**config.mk**
```make
export PLATFORM = sky130hd
export DESIGN_NAME = rbs_ctrl
export DESIGN_NICKNAME = d
export VERILOG_FILES = /design/src/rtl/rbs_pkg.sv /design/src/rtl/rbs_ctrl.sv
export SDC_FILE = /design/constraint.sdc
export NUM_CORES = 1
export LEC_CHECK = 0
export ABC_CLOCK_PERIOD_IN_PS = 1900
export BUFFER_PORTS_ARGS = -buffer_cell sky130_fd_sc_hd__buf_2
export CORE_AREA = 2 2 39 41
export DETAILED_ROUTE_END_ITERATION = 7
export DIE_AREA = 0 0 41 43
export PLACE_DENSITY = 0.78
export SLEW_MARGIN = 20
export SYNTH_ARGS = -nofsm -noshare
export SYNTH_HDL_FRONTEND = slang
export SYNTH_SLANG_ARGS = --single-unit
```
**constraint.sdc**
```tcl
create_clock -name clk -period 1.9 [get_ports clk]
set_clock_uncertainty 0.1 [all_clocks]
set_input_delay 0.19 -clock clk [delete_from_list [all_inputs] [get_ports clk]]
set_output_delay 0.19 -clock clk [all_outputs]
set_load 0.01 [all_outputs]
```
**src/rtl/rbs_pkg.sv**
```systemverilog
// ----------------------------------------------------------------------------
// rbs_pkg
// Types, constants and control codes shared by the redundant baseline stacker.
// ----------------------------------------------------------------------------
package rbs_pkg;

	localparam int RBS_MAX_STACKS = 4096;
	localparam int RBS_IDX_W      = 12;
	localparam int RBS_SUM_W      = 48;
	localparam int RBS_CNT_W      = 16;
	localparam int RBS_DIVD_W     = 64;
	localparam int RBS_DIVR_W     = 48;

	localparam logic RBS_REQ_ACC   = 1'b0;
	localparam logic RBS_REQ_DRAIN = 1'b1;

	typedef struct packed {
		logic                 req_type;
		logic [11:0]          stack_index;
		logic signed [31:0]   vis_real;
		logic signed [31:0]   vis_imag;
		logic [31:0]          weight;
		logic                 conjugate_flip;
	} rbs_in_t;

	typedef struct packed {
		logic [11:0]          out_stack_index;
		logic signed [31:0]   mean_real;
		logic signed [31:0]   mean_imag;
		logic [31:0]          stack_weight;
		logic [15:0]          product_count;
	} rbs_out_t;

	typedef struct packed {
		logic [RBS_SUM_W-1:0] sum_real;
		logic [RBS_SUM_W-1:0] sum_imag;
		logic [RBS_SUM_W-1:0] var_sum;
		logic [RBS_CNT_W-1:0] count;
	} rbs_entry_t;

	typedef enum logic [3:0] {
		ST_CLEAR,
		ST_IDLE,
		ST_ACC_RD,
		ST_ACC_WR,
		ST_DRN_RD,
		ST_DRN_LATCH,
		ST_DIV_GO,
		ST_DIV_RUN,
		ST_FIN
	} rbs_state_t;

	typedef enum logic [1:0] {
		DIV_RCP,
		DIV_RE,
		DIV_IM,
		DIV_WT
	} rbs_div_t;

	typedef struct packed {
		logic     take;
		logic     clr_we;
		logic     rd;
		logic     acc_we;
		logic     latch;
		logic     div_start;
		logic     div_cap;
		rbs_div_t div_sel;
		logic     load_out;
	} rbs_cmd_t;

	typedef struct packed {
		logic is_drain;
		logic acc_skip;
		logic clr_last;
		logic div_busy;
		logic div_done;
	} rbs_stat_t;

endpackage

```
**src/rtl/rbs_ctrl.sv**
```systemverilog
// ----------------------------------------------------------------------------
// rbs_ctrl
// Controller: clear pass, request sequencing, divider schedule, output valid.
// ----------------------------------------------------------------------------
module rbs_ctrl
	import rbs_pkg::*;
(
	input  logic      clk,
	input  logic      arst_n,
	input  logic      req_valid,
	output logic      req_ready,
	output logic      rsp_valid,
	input  logic      rsp_ready,
	input  rbs_stat_t st,
	output rbs_cmd_t  cmd
);

	rbs_state_t state_q, state_d;
	rbs_div_t   sel_q, sel_d;
	logic       rsp_valid_q;

	// state and output valid registers
	always_ff @(posedge clk or negedge arst_n) begin
		if (!arst_n) begin
			state_q     <= ST_CLEAR;
			sel_q       <= DIV_RCP;
			rsp_valid_q <= 1'b0;
		end else begin
			state_q <= state_d;
			sel_q   <= sel_d;
			if (cmd.load_out) begin
				rsp_valid_q <= 1'b1;
			end else if (rsp_ready) begin
				rsp_valid_q <= 1'b0;
			end
		end
	end

	// next state and commands
	always_comb begin
		state_d     = state_q;
		sel_d       = sel_q;
		cmd         = '0;
		cmd.div_sel = sel_q;
		req_ready   = 1'b0;
		unique case (state_q)
			ST_CLEAR: begin
				cmd.clr_we = 1'b1;
				if (st.clr_last) begin
					state_d = ST_IDLE;
				end
			end
			ST_IDLE: begin
				req_ready = 1'b1;
				if (req_valid) begin
					cmd.take = 1'b1;
					if (st.is_drain) begin
						state_d = ST_DRN_RD;
					end else if (!st.acc_skip) begin
						sel_d   = DIV_RCP;
						state_d = ST_DIV_GO;
					end
				end
			end
			ST_ACC_RD: begin
				cmd.rd  = 1'b1;
				state_d = ST_ACC_WR;
			end
			ST_ACC_WR: begin
				cmd.acc_we = 1'b1;
				state_d    = ST_IDLE;
			end
			ST_DRN_RD: begin
				cmd.rd  = 1'b1;
				state_d = ST_DRN_LATCH;
			end
			ST_DRN_LATCH: begin
				cmd.latch = 1'b1;
				sel_d     = DIV_RE;
				state_d   = ST_DIV_GO;
			end
			ST_DIV_GO: begin
				cmd.div_start = 1'b1;
				state_d       = ST_DIV_RUN;
			end
			ST_DIV_RUN: begin
				if (st.div_done) begin
					cmd.div_cap = 1'b1;
					unique case (sel_q)
						DIV_RCP: state_d = ST_ACC_RD;
						DIV_RE: begin
							sel_d   = DIV_IM;
							state_d = ST_DIV_GO;
						end
						DIV_IM: begin
							sel_d   = DIV_WT;
							state_d = ST_DIV_GO;
						end
						default: state_d = ST_FIN;
					endcase
				end
			end
			ST_FIN: begin
				if (!rsp_valid_q || rsp_ready) begin
					cmd.load_out = 1'b1;
					state_d      = ST_IDLE;
				end
			end
			default: state_d = ST_CLEAR;
		endcase
	end

	assign rsp_valid = rsp_valid_q;

`ifndef SYNTH
	// divider is never restarted while running
	a_div_start_idle: assert property (@(posedge clk) disable iff (!arst_n)
		cmd.div_start |-> !st.div_busy)
		else $error("divider started while busy");

	// a finished divide always moves the sequence on
	a_div_advance: assert property (@(posedge clk) disable iff (!arst_n)
		(state_q == ST_DIV_RUN && st.div_done) |=> (state_q != ST_DIV_RUN))
		else $error("divide result not consumed");

	// a waiting result is never overwritten
	a_no_overwrite: assert property (@(posedge clk) disable iff (!arst_n)
		cmd.load_out |-> (!rsp_valid_q || rsp_ready))
		else $error("output register overwritten");

	// memory writes never collide with reads of the same request step
	a_rd_wr_apart: assert property (@(posedge clk) disable iff (!arst_n)
		cmd.rd |-> !(cmd.acc_we || cmd.clr_we || cmd.latch))
		else $error("read and write in one step");
`endif

endmodule
```
Yosys cells after proc, flatten, opt, wreduce, memory -nomap -nowiden
Index checks and enable logic that the tools add are counted.

storage, ports and cells
  bits of input ports = 9
  flip-flop bits (word level) = 7
  output and inout bits = 12

cells by class
  equality and inequality tests = 18
  muxes and demuxes = 28
  reduce and logical (&&, ||, !) cells = 10

operators with widths
  cell                number
  $pmux 4 s9          1
  $mux 4              6
  $eq 4x3->1 const B  4
  $mux 1              14
  $ne 2x2->1 const B  6
  $eq 4x2->1 const B  2
  $mux 2              4
  $pmux 4 s2          1
  $ne 3x3->1 const B  2
  $pmux 2 s3          1
  $reduce_and 6->1    1
  $reduce_and 5->1    1
  $eq 4x1->1 const B  1
  $eq 4x4->1 const B  1
  $logic_not 4->1     1
  $pmux 2 s2          1
  $reduce_or 2->1     2
  $reduce_bool 3->1   1
  $eq 2x1->1 const B  1
  $eq 2x2->1 const B  1
  $logic_not 2->1     1
  $reduce_bool 2->1   1
  $logic_not 1->1     1
  $logic_or 1x1->1    1

Depth between registers and ports, before layout
  depth after elaboration = 5
  gate-level depth with buffers = 6
  mapped depth without buffers = 6

Least setup slack after synthesis
OpenSTA, ideal clock, no wires.

  kind = register -> register
  from = reg sel_q[0]
  to = reg sel_q[0]
  setup time = 0.128 ns
  arrival time = 1.461 ns
  data required time = 1.672 ns
  setup slack = 0.211 ns
  cell stages (with the launch flop) = 7
  buffers on the path = 0
  period minus slack after synthesis = 1.689 ns
  cell sequence = dfrtp_1 inv_1 ha_1 nand2b_1 a21oi_1 nand3_2 mux2_1

between the ends
  longest elaborated chain between the ends = 4

RTL lines
  what                                      RTL line        source
  start: declaration                        rbs_ctrl.sv:19  rbs_div_t sel_q, sel_d;
  start signal: assignment                  rbs_ctrl.sv:30  sel_q <= sel_d;
  $eq 2x2->1 or $eq 2x1->1 (tied branches)  rbs_ctrl.sv:89  unique case (sel_q)
  $pmux 2 s2                                rbs_ctrl.sv:89
  $mux 2                                    rbs_ctrl.sv:87  if (st.div_done) begin
  $pmux 2 s3                                rbs_ctrl.sv:46  unique case (state_q)

Parallel ways exist; a longest one is shown, timed or not. The select of a mux whose other input is x is not followed.
A chain may end at the register's enable or synchronous reset.

==> impl_results.md <==
* CTS clk-pin slew, worst paths at 0.06 ns
* CTS H-tree lvls at 1
* Clock tree buffer depth at 2
* Syn nets at 81
* Die area at 1763 µm²
* CP startpoint kind: flop
* CP required at 1.61 ns
* Largest family of logic cells by synthesized area: simple AND/OR/NAND/NOR gates
* Core Region at 1384 µm²
* # IOs at 21
* Leak at 0.3635 nW
* Total GRT Usage at 17.95%
* Number of global-route vias before repair at 524
* Slew headroom at 73.50%
* RSZ-0062 raised after global routing: false
* Worst hold path class: in2reg
* Final min period at 1.802 ns
* Clk sink count at 7
* Crit path max fanout at 12
* Tot Pwr at 1.121 mW
* Initial Util at 41.32%
* Post-synthesis mux area share at 1.969%
* Final Core Density at 52.71%
* CP arrival at 1.51 ns
* TritonCTS Buffers at 3
* Mean Syn Cell Area at 8.169 µm²
* Sequential area share after synthesis at 30.63%
* Number of cells on the worst hold path at 2
* Mapped Area at 571.8 µm²
* Clock power share at 12.2%
* Top-area cell type share of the netlist area at 30.63%
* Syn. warnings at 0
* Routed via count at 619
* RD Place Congestion at 0.7717
* Antenna violations before repair at 0
* DP Worst Slack at 0.1819 ns
* Residual DRC at 0
* Vias per cell at 5.679
* CP endpoint kind: output port
* Non-Filler Instances at 109
* Adder-Cell Fraction of Synth Area at 4.376%
* Worst slew pin tran at 0.3975 ns
* Die span in y at 43 µm
* Max-slew violation count at 0
* Worst setup margin at 0.09813 ns
* Worst r2r path cells at 6
* Synth area leader: dfrtp_1
* Initial drt markers at 18
* Die Span X at 41 µm
* Synth Register Bits at 7
* Max-cap violation count at 0
* Routed WL at 1435 µm
* Clock Tree Root: clkbuf_4
* Wirelength per Cell at 13.17 µm
* Clk_lat worst skew at 0.25 ns
* Synth Area in XOR/XNOR at 1.532%
* Max VDD drop at 0.6481 mV
* CTS tree: done
* Area Growth Syn to Fin at 27.57%
* Seq pwr share at 26.9%
* Largest net degree at the start of global routing at 14
* Final instance area at 729.5 µm²
* Worst Path Class, Setup: reg2out
* Ratio of cells with drive above 1 in the final layout at 32.26%
* Endpoints failing hold at 0
* PwrDens at 1537 nW/µm²
* Final setup viols at 0
* Combinational share of power at 60.9%
* Run status: complete, no violations
* Internal Power at 0.5981 mW
* Placed insts at 104
* Final period utilization at 94.84%
* Area after DPL at 693.2 µm²
* Syn Inst Count at 70
* First-pass DRT Iterations at 4
* DRT antenna net count at 0
* Top cells by area, synth: dfrtp_1 (31%), ha_1 (4.4%), nand2b_1 (4.4%), nor3_1 (4.4%), buf_2 (3.5%)
* Switching share of power at 46.64%
* First-pass GRT wire length at 2194 µm
* Number of gates resized after cts at 0
* TNS Setup at 0 ns
* Final hold slack at 0.1001 ns
* Net Sw Power at 0.5228 mW
* Max Freq at 555.0 MHz
* Cell variety after synth at 36
* Synth Area in Simple Gates at 30.63%
* Fillers at 134
* Antenna diodes at 0
* Port Buf Inserts at 19
* Cell Rows at 14
* Nets at 105
* Final HPWL DP at 1106 µm
* Aggregate global routing overflow at 0
* Synth Area in Compound Gates at 22.10%
per-layer routing:
metal | vias to the layer above | track usage (%) | part of all wire, %
li1 | 301 | - | -
met1 | 288 | 22.92 | 43
met2 | 30 | 28.13 | 50
met3 | 0 | 6.806 | 7.0
met4 | 0 | 3.333 | 0
met5 | - | 0 | 0
state kept, by name, indices dropped and copies added (netlist names):
register,cells
rsp_valid,1
sel_q,2
state_q,4
final timing paths:
path	start	endpoint	slack, ns
worst max-delay path	state_q[1]	cmd[3]	0.1
worst min-delay path	st[0]	state_q[1]	0.10
worst max register to register	sel_q[0]	sel_q[0]	0.17
worst min register to register	rsp_valid	rsp_valid	0.46
max in group asynchronous	arst_n	sel_q[0]	1.35
min in group asynchronous	arst_n	state_q[2]	0.20
cells by family after synthesis:
logic type,after synthesis
XOR/XNOR,1
flip-flops,7
multiplexers,1
adder cells (fa/ha/maj),2
buffers and inverters,11
AO/OA/AOI/OAI,19
AND/OR/NAND/NOR,29
area by class of cell:
type	instances	area (µm²)	area share, %
Timing Repair Buffer	25	142.6	19.55
Multi-Input combinational cell	52	346.6	47.51
Sequential cell	7	175.2	24.01
Tap cell	16	20.02	2.744
Clock buffer	4	26.28	3.602
Inverter	5	18.77	2.573
critical path: stages, from the launching register on:
cell	delay, ns
dfrtp_1	0.58
buf_4	0.22
nand4b_1	0.19
nor2_1	0.13
buf_2	0.14
power by group through the flow:
stage               clock network, mW  registers (mW)  logic (mW)
floorplan                           0           0.252       0.523
global placement                    0           0.300       0.661
detailed placement                  0           0.302       0.678
CTS                             0.139           0.301       0.683
global route                    0.153           0.309       0.760
finish                          0.136           0.302       0.683
synthesized netlist by cell type:
| cell | count |
|---|---|
| a21boi_1 | 1 |
| a21oi_1 | 3 |
| a22oi_1 | 1 |
| a31oi_1 | 1 |
| a41oi_1 | 1 |
| and2_1 | 1 |
| and3_1 | 1 |
| buf_2 | 4 |
| buf_4 | 1 |
| clkbuf_1 | 1 |
| dfrtp_1 | 7 |
| ha_1 | 2 |
| inv_1 | 5 |
| mux2_1 | 1 |
| nand2_1 | 5 |
| nand2b_1 | 4 |
| nand3_1 | 1 |
| nand3_2 | 1 |
| nand3b_1 | 1 |
| nand4_1 | 1 |
| nand4b_1 | 1 |
| nor2_1 | 3 |
| nor2b_1 | 1 |
| nor3_1 | 5 |
| nor3_2 | 1 |
| nor3b_1 | 1 |
| nor4_1 | 1 |
| nor4b_2 | 1 |
| o21a_1 | 1 |
| o21ai_0 | 1 |
| o21ai_1 | 3 |
| o221ai_1 | 2 |
| o22a_1 | 1 |
| o22ai_1 | 3 |
| o311ai_1 | 1 |
| xnor2_1 | 1 |
cells in the final DEF (no fill, tap or decap), types with 2 or more instances in the layout:
cell	instances
a21oi_1	3
buf_2	19
buf_4	5
clkbuf_4	3
dfrtp_1	7
ha_1	2
inv_1	5
nand2_1	5
nand2b_1	4
nor2_1	3
nor3_1	5
o21ai_1	3
o221ai_1	2
o22ai_1	3
what timing repair did:
item                                    in CTS  in global routing
hold endpoints to repair                     7                  0
endpoints found under the setup margin       0                  0
hold buffers                                 1                  0
setup buffers                                0                  0
No activity file was read; power rests on OpenSTA's default activity.
